`config.mk`:
```
export PLATFORM = sky130hd
export DESIGN_NAME = fifo_lru_page_frame_tracker
export DESIGN_NICKNAME = d
export VERILOG_FILES = /design/src/hw/rtl/fltr_pkg.sv /design/src/hw/rtl/fltr_cell.sv /design/src/hw/rtl/fifo_lru_page_frame_tracker.sv
export SDC_FILE = /design/constraint.sdc
export NUM_CORES = 1
export LEC_CHECK = 0
export ABC_AREA = 1
export BUFFER_PORTS_ARGS = -buffer_cell sky130_fd_sc_hd__clkbuf_2
export CELL_PAD_IN_SITES_DETAIL_PLACEMENT = 1
export CELL_PAD_IN_SITES_GLOBAL_PLACEMENT = 1
export CORE_MARGIN = 2
export CORE_UTILIZATION = 44
export CTS_BUF_LIST = sky130_fd_sc_hd__clkbuf_16
export CTS_CLUSTER_DIAMETER = 60
export DETAILED_ROUTE_END_ITERATION = 6
export HOLD_SLACK_MARGIN = 0.12
export PLACE_DENSITY_LB_ADDON = 0.12
export SLEW_MARGIN = 10
export SYNTH_ARGS = -nofsm -noshare
export SYNTH_HDL_FRONTEND = slang
export SYNTH_HIERARCHICAL = 1
export SYNTH_SLANG_ARGS = --single-unit
```
`constraint.sdc`:
```
create_clock -name clk -period 3.3 [get_ports clk]
set_input_delay 0.165 -clock clk [delete_from_list [all_inputs] [get_ports clk]]
set_output_delay 0.165 -clock clk [all_outputs]
set_load 0.01 [all_outputs]
```
`src/hw/rtl/fltr_pkg.sv`:
```
package fltr_pkg;

    // Default sizes, handed to the top-level parameters
    localparam int FRAMES_DEF     = 4;
    localparam int PAGE_BITS_DEF  = 8;
    localparam int COUNT_BITS_DEF = 16;

    // Fixed widths of the configuration fields
    localparam int CFG_INDEX_BITS = 1;
    localparam int CFG_DATA_BITS  = 3;
    localparam int FIU_BITS       = 3;

    // Register indexes
    localparam logic [CFG_INDEX_BITS-1:0] REG_POLICY        = 1'b0;
    localparam logic [CFG_INDEX_BITS-1:0] REG_FRAMES_IN_USE = 1'b1;

    // Replacement policies
    localparam logic POLICY_FIFO = 1'b0;
    localparam logic POLICY_LRU  = 1'b1;

    // Input operations, carried on tuser
    localparam logic OP_ACCESS = 1'b0;
    localparam logic OP_CLEAR  = 1'b1;

    // Reset values of the registers
    localparam logic                POLICY_RESET = POLICY_FIFO;
    localparam logic [FIU_BITS-1:0] FIU_RESET    = 3'd4;

    // Output tuser bit positions
    localparam int UB_HIT     = 0;
    localparam int UB_FAULT   = 1;
    localparam int UB_EVICTED = 2;
    localparam int USER_BITS  = 3;

    // Priority flags carried from the lowest cell upward
    typedef struct packed {
        logic hit_seen;
        logic empty_seen;
    } chain_fwd_t;

    // Per-transaction command broadcast to every cell
    typedef struct packed {
        logic access;
        logic clear;
        logic lru;
        logic hit_any;
        logic empty_any;
    } cell_cmd_t;

endpackage

```
`src/hw/rtl/fltr_cell.sv`:
```
module fltr_cell
    import fltr_pkg::*;
#(
    parameter int PAGE_BITS = PAGE_BITS_DEF
)
(
    input  logic                 clk,
    input  logic                 rst_n,
    input  cell_cmd_t            cmd,
    input  logic [PAGE_BITS-1:0] page,
    input  logic                 in_use,
    input  logic                 is_last,
    input  chain_fwd_t           fwd_in,
    output chain_fwd_t           fwd_out,
    input  logic                 nonempty_in,
    output logic                 nonempty_out,
    input  logic [PAGE_BITS-1:0] upper_frame,
    output logic [PAGE_BITS-1:0] frame
);

    logic [PAGE_BITS-1:0] frame_reg;
    logic [PAGE_BITS-1:0] frame_next;
    logic                 match;
    logic                 empty;
    logic                 occupied;
    logic                 first_empty;
    logic                 from_hit;
    logic                 is_top;

    // Local compare against the referenced page
    assign match    = in_use && (frame_reg == page);
    assign empty    = in_use && (frame_reg == '0);
    assign occupied = in_use && (frame_reg != '0);

    // Priority chains: lowest hit and lowest empty frame upward, occupancy downward
    assign fwd_out.hit_seen   = fwd_in.hit_seen | match;
    assign fwd_out.empty_seen = fwd_in.empty_seen | empty;
    assign nonempty_out       = nonempty_in | occupied;

    assign first_empty = empty && !fwd_in.empty_seen;
    assign from_hit    = fwd_out.hit_seen;
    // most-recent position: highest occupied frame in use
    assign is_top      = occupied && !nonempty_in;

    // Next frame value
    always_comb
    begin
        frame_next = frame_reg;
        if (cmd.clear)
        begin
            frame_next = '0;
        end
        else if (cmd.access)
        begin
            if (cmd.hit_any)
            begin
                if (cmd.lru && from_hit)
                begin
                    if (nonempty_in)
                        frame_next = upper_frame;
                    else if (is_top)
                        frame_next = page;
                end
            end
            else if (cmd.empty_any)
            begin
                if (first_empty)
                    frame_next = page;
            end
            else if (in_use)
            begin
                // eviction: shift down, new page into the last frame in use
                frame_next = is_last ? page : upper_frame;
            end
        end
    end

    always_ff @(posedge clk or negedge rst_n)
    begin
        if (!rst_n)
            frame_reg <= '0;
        else
            frame_reg <= frame_next;
    end

    assign frame = frame_reg;

endmodule

```
`src/hw/rtl/fifo_lru_page_frame_tracker.sv`:
```
// A result is captured in the output register in the cycle after its transaction is accepted.
// The block takes one transaction per cycle while not stalled; the frame cells compare and shift in one step,
// so the chain of FRAMES cells sets the cycle's logic depth.
// The input stalls only while a result waits in the output register and is not taken.
// Reset (rst_n low, asynchronous): all frames empty, fault count zero,
// policy first-in first-out, frames in use 4, output empty.
module fifo_lru_page_frame_tracker
    import fltr_pkg::*;
#(
    parameter int FRAMES     = FRAMES_DEF,
    parameter int PAGE_BITS  = PAGE_BITS_DEF,
    parameter int COUNT_BITS = COUNT_BITS_DEF,
    localparam int IN_W      = ((PAGE_BITS + 7) / 8) * 8,
    localparam int OUT_W     = ((PAGE_BITS + COUNT_BITS + 7) / 8) * 8
)
(
    input  logic                      clk,
    input  logic                      rst_n,
    // configuration write channel
    input  logic                      cfg_valid,
    output logic                      cfg_ready,
    input  logic [CFG_INDEX_BITS-1:0] cfg_index,
    input  logic [CFG_DATA_BITS-1:0]  cfg_data,
    // input stream
    input  logic                      s_axis_tvalid,
    output logic                      s_axis_tready,
    input  logic [IN_W-1:0]           s_axis_tdata,  // [PAGE_BITS-1:0] page
    input  logic                      s_axis_tuser,  // operation
    input  logic                      s_axis_tlast,  // last_access
    // result stream
    output logic                      m_axis_tvalid,
    input  logic                      m_axis_tready,
    output logic [OUT_W-1:0]          m_axis_tdata,  // evicted_page, fault_count
    output logic [USER_BITS-1:0]      m_axis_tuser,  // hit, fault, evicted_valid
    output logic                      m_axis_tlast   // total_ready
);

    localparam int FC_BITS = $clog2(FRAMES + 1);
    localparam int N_BITS  = (FC_BITS > FIU_BITS) ? FC_BITS : FIU_BITS;

    logic                  policy_reg;
    logic [FIU_BITS-1:0]   fiu_reg;
    logic [COUNT_BITS-1:0] count_reg;
    logic [COUNT_BITS-1:0] count_next;
    logic                  m_valid_reg;
    logic [OUT_W-1:0]      m_data_reg;
    logic [USER_BITS-1:0]  m_user_reg;
    logic                  m_last_reg;

    logic                  accept;
    logic                  is_clear;
    logic                  is_access;
    logic [PAGE_BITS-1:0]  page;
    logic [N_BITS-1:0]     fiu_ext;
    logic [N_BITS-1:0]     n_used;
    logic                  miss;
    logic                  evict;
    logic [PAGE_BITS-1:0]  evicted_page;
    cell_cmd_t             cmd;

    chain_fwd_t            fwd [FRAMES+1];
    logic                  nonempty [FRAMES+1];
    logic [PAGE_BITS-1:0]  frame [FRAMES+1];

    // Configuration registers
    assign cfg_ready = 1'b1;

    always_ff @(posedge clk or negedge rst_n)
    begin
        if (!rst_n)
        begin
            policy_reg <= POLICY_RESET;
            fiu_reg    <= FIU_RESET;
        end
        else if (cfg_valid && cfg_ready)
        begin
            case (cfg_index)
                REG_POLICY:        policy_reg <= cfg_data[0];
                REG_FRAMES_IN_USE: fiu_reg    <= cfg_data[FIU_BITS-1:0];
                default:           ;
            endcase
        end
    end

    // Frames in use, clamped to 1..FRAMES
    assign fiu_ext = N_BITS'(fiu_reg);
    always_comb
    begin
        if (fiu_ext == '0)
            n_used = N_BITS'(1);
        else if (fiu_ext > N_BITS'(FRAMES))
            n_used = N_BITS'(FRAMES);
        else
            n_used = fiu_ext;
    end

    // Input decode
    assign s_axis_tready = !m_valid_reg || m_axis_tready;
    assign accept        = s_axis_tvalid && s_axis_tready;
    assign page          = s_axis_tdata[PAGE_BITS-1:0];
    assign is_clear      = (s_axis_tuser == OP_CLEAR);
    assign is_access     = (s_axis_tuser == OP_ACCESS) && (page != '0);

    assign cmd.access    = accept && is_access;
    assign cmd.clear     = accept && is_clear;
    assign cmd.lru       = (policy_reg == POLICY_LRU);
    assign cmd.hit_any   = fwd[FRAMES].hit_seen;
    assign cmd.empty_any = fwd[FRAMES].empty_seen;

    // Chain ends
    assign fwd[0].hit_seen   = 1'b0;
    assign fwd[0].empty_seen = 1'b0;
    assign nonempty[FRAMES]  = 1'b0;
    assign frame[FRAMES]     = '0;

    // Row of frame cells
    for (genvar i = 0; i < FRAMES; i++)
    begin : g_cell
        fltr_cell #(
            .PAGE_BITS (PAGE_BITS)
        ) u_cell (
            .clk          (clk),
            .rst_n        (rst_n),
            .cmd          (cmd),
            .page         (page),
            .in_use       (n_used > N_BITS'(i)),
            .is_last      (n_used == N_BITS'(i + 1)),
            .fwd_in       (fwd[i]),
            .fwd_out      (fwd[i+1]),
            .nonempty_in  (nonempty[i+1]),
            .nonempty_out (nonempty[i]),
            .upper_frame  (frame[i+1]),
            .frame        (frame[i])
        );
    end

    // Fault accounting
    assign miss         = is_access && !cmd.hit_any;
    assign evict        = miss && !cmd.empty_any;
    assign evicted_page = evict ? frame[0] : '0;

    always_comb
    begin
        count_next = count_reg;
        if (is_clear)
            count_next = '0;
        else if (miss && (count_reg != '1))
            count_next = count_reg + 1'b1;
    end

    always_ff @(posedge clk or negedge rst_n)
    begin
        if (!rst_n)
            count_reg <= '0;
        else if (accept)
            count_reg <= count_next;
    end

    // Output register
    always_ff @(posedge clk or negedge rst_n)
    begin
        if (!rst_n)
            m_valid_reg <= 1'b0;
        else if (accept)
            m_valid_reg <= 1'b1;
        else if (m_axis_tready)
            m_valid_reg <= 1'b0;
    end

    always_ff @(posedge clk)
    begin
        if (accept)
        begin
            m_data_reg              <= OUT_W'({count_next, evicted_page});
            m_user_reg[UB_HIT]      <= is_access && cmd.hit_any;
            m_user_reg[UB_FAULT]    <= miss;
            m_user_reg[UB_EVICTED]  <= evict;
            m_last_reg              <= s_axis_tlast;
        end
    end

    assign m_axis_tvalid = m_valid_reg;
    assign m_axis_tdata  = m_data_reg;
    assign m_axis_tuser  = m_user_reg;
    assign m_axis_tlast  = m_last_reg;

    // Checks
    a_hit_xor_fault: assert property (@(posedge clk) disable iff (!rst_n)
        m_valid_reg |-> !(m_user_reg[UB_HIT] && m_user_reg[UB_FAULT]))
        else $error("hit and fault reported together");

    a_evict_is_fault: assert property (@(posedge clk) disable iff (!rst_n)
        m_valid_reg && m_user_reg[UB_EVICTED] |-> m_user_reg[UB_FAULT])
        else $error("eviction without a fault");

    a_evict_nonzero: assert property (@(posedge clk) disable iff (!rst_n)
        accept && evict |-> (frame[0] != '0))
        else $error("evicted an empty frame");

    a_count_step: assert property (@(posedge clk) disable iff (!rst_n)
        accept && !is_clear |=>
            (count_reg == $past(count_reg)) || (count_reg == $past(count_reg) + 1'b1))
        else $error("fault count moved by more than one");

    a_idle_count_hold: assert property (@(posedge clk) disable iff (!rst_n)
        !accept |=> $stable(count_reg))
        else $error("fault count changed without a transaction");

endmodule

```
==> reports/qor.yml, run 1 <==
status:
  status: "finished clean"
sta:
  hold_viol_final: 0
  finalCritPeriodShare: 0.874
  period_minus_slack_ns: 2.88
  worst_clock_skew_ns: 0.0132
  max_slew_margin: 0.349
  max_slew.worst_pin.slew_ns: 0.976
  setup_violations: 0
  setup_tns_ns: 0
  max_freq_mhz: 347
  rsz0062_at_grt: "no"
  slew_violations: 0
grt:
  grtUsageTotal: 0.271
  grt_max_degree: 45
  antenna_found_initial: 0
  grt_pass1_vias: 6413
  grt_first_pass_wirelength_um: 31400
  overflow: 0
setup_path:
  cp-startpoint: "fiu_ext[2]"
  slowest_delay_ns: 0.64
  slowest_stage: "dfstp_2"
  reg2reg_depth: 19
  cp_common_cell: "inv_1"
  reg2reg_from: "fiu_ext[2]"
  critPathArrivalTime_ns: 3.12
  path_cells: "nor2_1 > inv_1 > inv_1 > a21oi_2 > nand3_1 > nor2_1 > nand2_1 > nand2_2 > inv_1 > nand2_2 > inv_1 > nand2_4 > nor2_1 > inv_2 > o32ai_2 > a21oi_4 > nand2_4 > nand2_1 > nand2_1"
  path_class: "register to register"
  required_ns: 3.54
  worstSetupStartpointType: "register"
  cp-end-kind: "register"
  cp_max_fo: 19
logic_synthesis:
  synth_area_mm2: 0.00605
  syn_avg_cell_area_um2: 6.96
  netlist_instances: 870
  synth_warnings: 6
floorplanning:
  rows: 42
  fp.dieH_um: 121
  coreArea_mm2: 0.0133
  start_util: 0.454
  die-area_mm2: 0.0147
  dieWidth_um: 121
  io_pins: 50
power_and_ir_drop:
  leakagePower_nw: 3.50
  ir_drop_mv: 0.332
  switching_power_mw: 1.88
  clkPwrFrac: 0.235
  power_density_mw_per_mm2: 622
  seq_power_share: 0.366
  pwr-share-comb: 0.399
  p_sw_frac: 0.432
  power_mw: 4.35
  intPower_mw: 2.47
worst_hold_path:
  min_from: "cfg_index"
  worstHoldPathCells: 3
  hp-class: "input pin to register"
placed_design:
  placed_area_mm2: 0.00659
  io_buffers: 48
  dp_hpwl_um: 14400
  place_congestion: 0.870
  dp_cells: 1113
clock_tree:
  cts_inserted_buffers: 9
  clk_pin_slew_ns: 0.07
  clock_path_buffers: 2
  cts_tree: "done"
  cts_htree_levels: 3
  cts_root_buf: "clkbuf_16"
  clkSinkCount: 81
  clock_latency_ns: 0.35
cells_and_area:
  area_delta_synth_final_pct: 15.4
  fin_area_mm2: 0.00699
  multi_input_area_mm2: 0.00336
  final_core_util: 0.523
  drive_gt1_frac: 0.156
  regArea_mm2: 0.00217
  instances_no_fill: 1141
  fillerInstances: 1758
  largest_reg_flops: 32
  antenna_cells: 0
  fin_nets: 980
drt:
  antenna_left: 0
  dr.pass1.iters: 5
  wl_per_cell_um: 17.0
  drt_wl_total_um: 19400
  drt_iter0_drc: 356
  route.detailed.drc: 0
  drt-vias-per-instance: 5.39
  num_vias: 6155
job:
  drv_cap: 0
area by class of cell:
cell class                      instances  share of cell area
Tap cell                              176              0.0315
Clock inverter                          7             0.00878
Multi-Input combinational cell        666               0.482
Timing Repair Buffer                   77              0.0684
Sequential cell                        81               0.310
Clock buffer                            9              0.0322
Inverter                              125              0.0672
worst paths after layout:
path                                             end  slack (ns)
min reg2reg                g_cell[2].u_cell/frame[0]        0.53
max in group asynchronous  g_cell[3].u_cell/frame[0]        1.91
max reg2reg                g_cell[1].u_cell/frame[5]        0.42
min                                       fiu_ext[1]        0.21
max                        g_cell[1].u_cell/frame[5]        0.42
min in group asynchronous  g_cell[0].u_cell/frame[1]        0.50
timing repair:
action	4_1_cts	5_1_grt
gates resized for setup	0	1
setup endpoints to repair	0	3
hold buffers	8	0
setup buffers	0	4
endpoints found under the hold margin	38	0
metrics by stage:
stage	hold slack [ns]	worst slack, ns
finish	0.212	0.417
global route	0.250	0.104
detailed placement	0.364	0.305
CTS	0.212	0.278
floorplan	-0.131	0.312
global placement	0.342	0.465
critical path: cells and delay by family (launching register included):
| kind | cells | cell delay, ns |
|---|---|---|
| buffers and inverters | 5 | 0.52 |
| DFF | 1 | 0.64 |
| AOI/OAI and AO/OA | 3 | 0.55 |
| and+or+nand+nor | 11 | 1.04 |
placed cells by master (no fill, tap or decap), types with 3 or more instances in the layout:
cell           instances
a21boi_1               4
a21oi_1               59
a21oi_2                4
a21oi_4                4
a221oi_1               4
buf_4                 21
clkbuf_16              9
clkbuf_2              48
clkinv_1               5
conb_1                27
dfrtp_1               52
dlygate4sd3_1          8
edfxtp_1              28
inv_1                117
inv_2                  6
mux2i_1               16
nand2_1              248
nand2_2               24
nand2_4                9
nand3_1               71
nand4_1               12
nor2_1                91
nor2_2                11
nor2_4                 3
o211ai_1               8
o21ai_0               15
o21ai_1                4
o22ai_1               20
o32ai_2                4
or2_1                  4
xnor2_1               11
xor2_1                 5
power groups by stage:
stage          logic (mW)  registers, mW  clock network (mW)
6_report             1.74           1.59                1.02
5_1_grt              1.94           1.63                1.06
4_1_cts              1.71           1.59                1.03
3_5_place_dp         1.69           1.61                   0
3_3_place_gp         1.60           1.59                   0
2_1_floorplan        1.28           1.49                   0
layer usage:
| metal | up-vias | part of all wire | track usage |
|---|---|---|---|
| met4 | 0 | 0.021 | 0.0991 |
| met1 | 3032 | 0.44 | 0.333 |
| met2 | 128 | 0.51 | 0.488 |
| met3 | 36 | 0.037 | 0.0305 |
| li1 | 2959 | - | - |
| met5 | - | 0 | 0 |
Note: power is estimated with default switching activity, not from simulation.
==> run 2, diff against run 1 <==
--- a/config.mk
+++ b/config.mk
@@ -7,11 +7,9 @@
 export LEC_CHECK = 0
 export ABC_AREA = 1
 export BUFFER_PORTS_ARGS = -buffer_cell sky130_fd_sc_hd__clkbuf_2
-export CELL_PAD_IN_SITES_DETAIL_PLACEMENT = 1
-export CELL_PAD_IN_SITES_GLOBAL_PLACEMENT = 1
 export CORE_MARGIN = 2
-export CORE_UTILIZATION = 44
-export CTS_BUF_LIST = sky130_fd_sc_hd__clkbuf_16
+export CORE_UTILIZATION = 49
+export CTS_BUF_LIST = sky130_fd_sc_hd__clkbuf_8
 export CTS_CLUSTER_DIAMETER = 60
 export DETAILED_ROUTE_END_ITERATION = 6
 export HOLD_SLACK_MARGIN = 0.12
==> reports/qor.yml, run 2 (synthesis results as in run 1) <==
status:
  status: "finished clean"  # unchanged
clock_tree:
  cts_root_buf: "clkbuf_8"  # was clkbuf_16
  cts_inserted_buffers: 9  # unchanged
  clkSinkCount: 81  # unchanged
  clock_latency_ns: 0.37  # was 0.35 ns
  cts_tree: "done"  # unchanged
  clock_path_buffers: 2  # unchanged
  cts_htree_levels: 3  # unchanged
  cts_resized: 0  # unchanged
  cts_setup_buffers: 0  # unchanged
  clk_pin_slew_ns: 0.09  # was 0.07 ns
sta:
  setup_tns_ns: 0  # unchanged
  hold_viol_final: 0  # unchanged
  period_minus_slack_ns: 3.01  # was 2.88 ns
  max_slew_margin: 0.334  # was 0.349
  worst_clock_skew_ns: 0.0130  # was 0.0132 ns
  setup_violations: 0  # unchanged
  max_slew.worst_pin.slew_ns: 0.999  # was 0.976 ns
  max_freq_mhz: 332  # was 347 MHz
  rsz0062_at_grt: "no"  # unchanged
  slew_violations: 0  # unchanged
  hold_ws_ns: 0.142  # was 0.212 ns
  finalCritPeriodShare: 0.913  # was 0.874
cells_and_area:
  fillerInstances: 1174  # was 1758
  final_cell_mix: "nand2_1, inv_1, nor2_1"  # unchanged
  instances_no_fill: 1105  # was 1141
  drive_gt1_frac: 0.151  # was 0.156
  fin_nets: 973  # was 980
  area_delta_synth_final_pct: 13.0  # was 15.4%
  largest_reg_flops: 32  # unchanged
  final_common_cell: "nand2_1"  # unchanged
  antenna_cells: 0  # unchanged
drt:
  drt_wl_total_um: 15500  # was 19400 um
  antenna_left: 0  # unchanged
  dr.pass1.iters: 5  # unchanged
  drt_iter0_drc: 572  # was 356
  num_vias: 5673  # was 6155
  route.detailed.drc: 0  # unchanged
  drt-vias-per-instance: 5.13  # was 5.39
  wl_per_cell_um: 14.0  # was 17.0 um
setup_path:
  path_class: "register to register"  # unchanged
  r2r_slack_ns: 0.29  # was 0.42 ns
  critPathArrivalTime_ns: 3.28  # was 3.12 ns
  worstSetupStartpointType: "register"  # unchanged
  cp-end-kind: "register"  # unchanged
  required_ns: 3.56  # was 3.54 ns
  cp_max_fo: 19  # unchanged
floorplanning:
  dieWidth_um: 115  # was 121 um
  rows: 40  # was 42
  io_pins: 50  # unchanged
  start_util: 0.504  # was 0.454
  coreArea_mm2: 0.0120  # was 0.0133 mm^2
  die-area_mm2: 0.0133  # was 0.0147 mm^2
  fp.dieH_um: 115  # was 121 um
power_and_ir_drop:
  leakagePower_nw: 3.46  # was 3.50 nW
  ir_drop_mv: 0.353  # was 0.332 mV
  power_density_mw_per_mm2: 599  # was 622 mW/mm^2
grt:
  antenna_found_initial: 0  # unchanged
  grtUsageTotal: 0.249  # was 0.271
  grt_max_degree: 40  # was 45
  grt_pass1_vias: 5139  # was 6413
  grt_first_pass_wirelength_um: 25900  # was 31400 um
  overflow: 0  # unchanged
placed_design:
  io_buffers: 48  # unchanged
  dp_hpwl_um: 11300  # was 14400 um
  dp_cells: 1081  # was 1113
  place_congestion: 0.906  # was 0.870
job:
  drv_cap: 0  # unchanged
worst_hold_path:
  hp-class: "input pin to register"  # unchanged
-- run 2: path summary, 6_finish.rpt --
| path | start | endpoint | cells past startpoint |
|---|---|---|---|
| worst max-delay path | fiu_ext[2] | g_cell[1].u_cell/frame[0] | 19 |
| worst min-delay path | cfg_index | fiu_ext[1] | 3 |
| worst max register to register | fiu_ext[2] | g_cell[1].u_cell/frame[0] | 19 |
| worst min register to register | g_cell[0].u_cell/frame[0] | g_cell[0].u_cell/frame[0] | 2 |
| max in group asynchronous | rst_n | fiu_ext[2] | 3 |
| min in group asynchronous | rst_n | g_cell[0].u_cell/frame[2] | 2 |
-- run 2: timing repair --
action | CTS | global route
hold buffers | 8 | 0
hold endpoints to repair | 43 | 0
setup endpoints to repair | 0 | 0
-- run 2: per-layer routing --
| layer | GRT usage | vias up | routed length [um] |
|---|---|---|---|
| li1 | - | 2946 | - |
| met1 | 0.348 | 2536 | 7230 |
| met2 | 0.404 | 172 | 7190 |
| met3 | 0.0285 | 19 | 770 |
| met4 | 0.0851 | 0 | 276 |
| met5 | 0 | - | 0 |
-- run 2: layout make-up --
type                       count  area, um^2  share of cell area
timing repair buffer          70         425              0.0622
clock buffer                   9         124              0.0181
sequential                    81        2170               0.317
multi-input combinational    666        3360               0.491
clock inverter                 7         111              0.0163
inverter                     125         469              0.0686
tap                          147         184              0.0269
-- run 2: report_power, final --
group	leakage [nW]	internal (mW)	switching (mW)	total [mW]
Sequential	0.970	1.26	0.319	1.58
Clock	0.126	0.499	0.383	0.882
Combinational	2.36	0.625	1.02	1.64
-- run 2: critical path, cell delays in order, from the launching register on --
cell,delay [ns]
dfstp_2,0.63
nor2_1,0.09
inv_1,0.15
inv_1,0.07
a21oi_2,0.09
nand3_1,0.10
nor2_1,0.13
nand2_1,0.08
nand2_2,0.07
inv_1,0.05
nand2_2,0.08
inv_1,0.05
nand2_2,0.31
nor2_1,0.11
inv_2,0.14
o32ai_2,0.11
a21oi_4,0.35
nand2_4,0.15
nand2_1,0.09
nand2_1,0.05
-- run 2: metrics by stage --
step | setup WS [ns] | instance area, um^2 | power, mW | utilization
after floorplan | 0.312 | 6150 | 2.76 | -
after global placement | 0.401 | 6530 | 3.19 | 0.543
after detailed placement | 0.378 | 6530 | 3.21 | 0.543
after CTS | 0.340 | 6840 | 4.11 | 0.570
after global routing | 0.00825 | 6840 | 4.43 | 0.570
final | 0.288 | 6840 | 4.10 | 0.570
==> run 3, diff against run 2 <==
==> constraint.sdc (replaced) <==
create_clock -name clk -period 3.3 [get_ports clk]
set_input_delay 0.495 -clock clk [delete_from_list [all_inputs] [get_ports clk]]
set_output_delay 0.495 -clock clk [all_outputs]
set_load 0.01 [all_outputs]
==> reports/qor.yml, run 3 (synthesis results as in run 1) <==
drt:
  num_vias: 5683  # was 5673
  dr.pass1.iters: 5  # unchanged
  antenna_left: 0  # unchanged
  wl_per_cell_um: 14.1  # was 14.0 um
  route.detailed.drc: 0  # unchanged
  drt_wl_total_um: 15600  # was 15500 um
  drt-vias-per-instance: 5.14  # was 5.13
  drt_iter0_drc: 380  # was 572
cells_and_area:
  final_cell_mix: "nand2_1, inv_1, nor2_1"  # unchanged
  largest_reg_flops: 32  # unchanged
  antenna_cells: 0  # unchanged
  drive_gt1_frac: 0.163  # was 0.151
  area_delta_synth_final_pct: 12.3  # was 13.0%
  final_common_cell: "nand2_1"  # unchanged
  fillerInstances: 1195  # was 1174
  fin_nets: 974  # was 973
placed_design:
  io_buffers: 48  # unchanged
  place_congestion: 0.920  # was 0.906
  pre_cts_ws_ns: 0.348  # was 0.378 ns
  dp_hpwl_um: 11900  # was 11300 um
grt:
  grt_first_pass_wirelength_um: 25800  # was 25900 um
  met1_usage: 0.332  # was 0.348
  top_usage_layer: "met2"  # unchanged
  grt_max_degree: 42  # was 40
  grtUsageMet3: 0.0474  # was 0.0285
  overflow: 0  # unchanged
  grt_pass1_vias: 5233  # was 5139
  met2_usage: 0.415  # was 0.404
  grtUsageTotal: 0.247  # was 0.249
  antenna_found_initial: 0  # unchanged
power_and_ir_drop:
  leakagePower_nw: 3.45  # was 3.46 nW
  ir_drop_mv: 0.383  # was 0.353 mV
  power_density_mw_per_mm2: 589  # was 599 mW/mm^2
sta:
  setup_tns_ns: 0  # unchanged
  max_slew_margin: 0.482  # was 0.334
  hold_viol_final: 0  # unchanged
  slew_violations: 0  # unchanged
  max_freq_mhz: 356  # was 332 MHz
  worst_clock_skew_ns: 0.00576  # was 0.0130 ns
  setup_violations: 0  # unchanged
  max_slew.worst_pin.slew_ns: 0.777  # was 0.999 ns
  period_minus_slack_ns: 2.81  # was 3.01 ns
  finalCritPeriodShare: 0.852  # was 0.913
  fin_ws_ns: 0.487  # was 0.288 ns
  rsz0062_at_grt: "no"  # unchanged
floorplanning:
  coreArea_mm2: 0.0120  # unchanged
  rows: 40  # unchanged
  io_pins: 50  # unchanged
  fp.dieH_um: 115  # unchanged
  dieWidth_um: 115  # unchanged
  start_util: 0.504  # unchanged
  die-area_mm2: 0.0133  # unchanged
worst_hold_path:
  hp-class: "input pin to asynchronous set/reset pin"  # was input pin to register
clock_tree:
  cts_resized: 0  # unchanged
  clkSinkCount: 81  # unchanged
  cts_tree: "done"  # unchanged
  cts_htree_levels: 3  # unchanged
  cts_inserted_buffers: 9  # unchanged
  cts_hold_buf: 0  # was 8
  clock_path_buffers: 2  # unchanged
  clock_latency_ns: 0.37  # about the same
  cts_root_buf: "clkbuf_8"  # unchanged
  cts_setup_buffers: 0  # unchanged
  clk_pin_slew_ns: 0.09  # about the same
setup_path:
  cp-end-kind: "register"  # unchanged
  path_class: "register to register"  # unchanged
  critPathArrivalTime_ns: 3.08  # was 3.28 ns
  r2r_slack_ns: 0.49  # was 0.29 ns
  reg2reg_to: "g_cell[1].u_cell/frame[3]"  # was g_cell[1].u_cell/frame[0]
  reg2reg_depth: 20  # was 19
  required_ns: 3.57  # was 3.56 ns
  cp_max_fo: 10  # was 19
  reg2reg_from: "fiu_ext[2]"  # unchanged
  worstSetupStartpointType: "register"  # unchanged
status:
  status: "finished clean"  # unchanged
job:
  drv_cap: 0  # unchanged
-- run 3: changes by cell type in the layout (fill, tap and decap cells not counted), moves of 2 or more --
| cell | before | now |
|---|---|---|
| dlygate4sd3_1 | 8 | 0 |
| buf_4 | 14 | 23 |
| bufinv_16 | 3 | 1 |
| inv_1 | 119 | 117 |
-- run 3: worst max path at each step --
| stage | from | to | slack (ns) | cells after the start |
|---|---|---|---|---|
| final | fiu_ext[2] | g_cell[1].u_cell/frame[3] | 0.49 | 20 |
| after global routing | g_cell[0].u_cell/frame[1] | g_cell[0].u_cell/frame[4] | 0.23 | 17 |
| after floorplan | m_axis_tready | g_cell[1].u_cell/frame[4] | 0.22 | 13 |
| after global placement | s_axis_tdata[5] | g_cell[1].u_cell/frame[0] | 0.40 | 21 |
| after detailed placement | s_axis_tdata[7] | m_axis_tdata[13] | 0.35 | 21 |
| after CTS | fiu_ext[2] | g_cell[1].u_cell/frame[3] | 0.49 | 20 |
-- run 3: per-stage QoR --
stage | instance area, um^2 | power [mW] | utilization | hold WS (ns) | instances
final | 6800 | 4.00 | 0.566 | 0.183 | 1106
after global routing | 6800 | 4.34 | 0.566 | 0.227 | 1106
after CTS | 6800 | 4.02 | 0.566 | 0.190 | 1106
after detailed placement | 6590 | 3.25 | 0.549 | 0.501 | 1090
after global placement | 6590 | 3.23 | 0.549 | 0.495 | 1090
after floorplan | 6150 | 2.76 | - | 0.199 | 895
-- run 3: layer usage --
metal  routed length (um)  part of all wire  vias to the layer above
li1                     -                 -                     2940
met1                 7190              0.46                     2571
met2                 7370              0.47                      155
met3                  829             0.053                       17
met4                  206             0.013                        0
met5                    0                 0                        -
-- run 3: worst max-delay path, stage by stage (launching register included) --
cell	delay (ns)
dfstp_2	0.63
nor2_1	0.10
inv_1	0.15
inv_1	0.07
a21oi_2	0.09
nand3_1	0.08
nor2_1	0.08
nand2_1	0.06
nand2_2	0.08
inv_1	0.06
nand2_2	0.07
inv_1	0.05
nand2_2	0.16
buf_4	0.19
nor2_1	0.06
inv_2	0.11
o32ai_2	0.10
a21oi_4	0.28
nand2_4	0.14
nand2_1	0.08
nand2_1	0.05
-- run 3: cell type report --
type	instances	area [um^2]	share of cell area
clock buffers	9	124	0.0182
clock inverters	7	77.6	0.0114
inverters	125	469	0.0690
multi-input cells	666	3360	0.494
flip-flops and latches	81	2170	0.319
well taps	147	184	0.0271
repair buffers	71	413	0.0608
-- run 3: power breakdown --
| part | total [mW] | switching, mW | leakage, nW | internal [mW] |
|---|---|---|---|---|
| clock network | 0.757 | 0.398 | 0.106 | 0.359 |
| logic | 1.66 | 1.02 | 2.37 | 0.633 |
| registers | 1.59 | 0.335 | 0.970 | 1.26 |
| total | 4.00 | 1.76 | 3.45 | 2.25 |
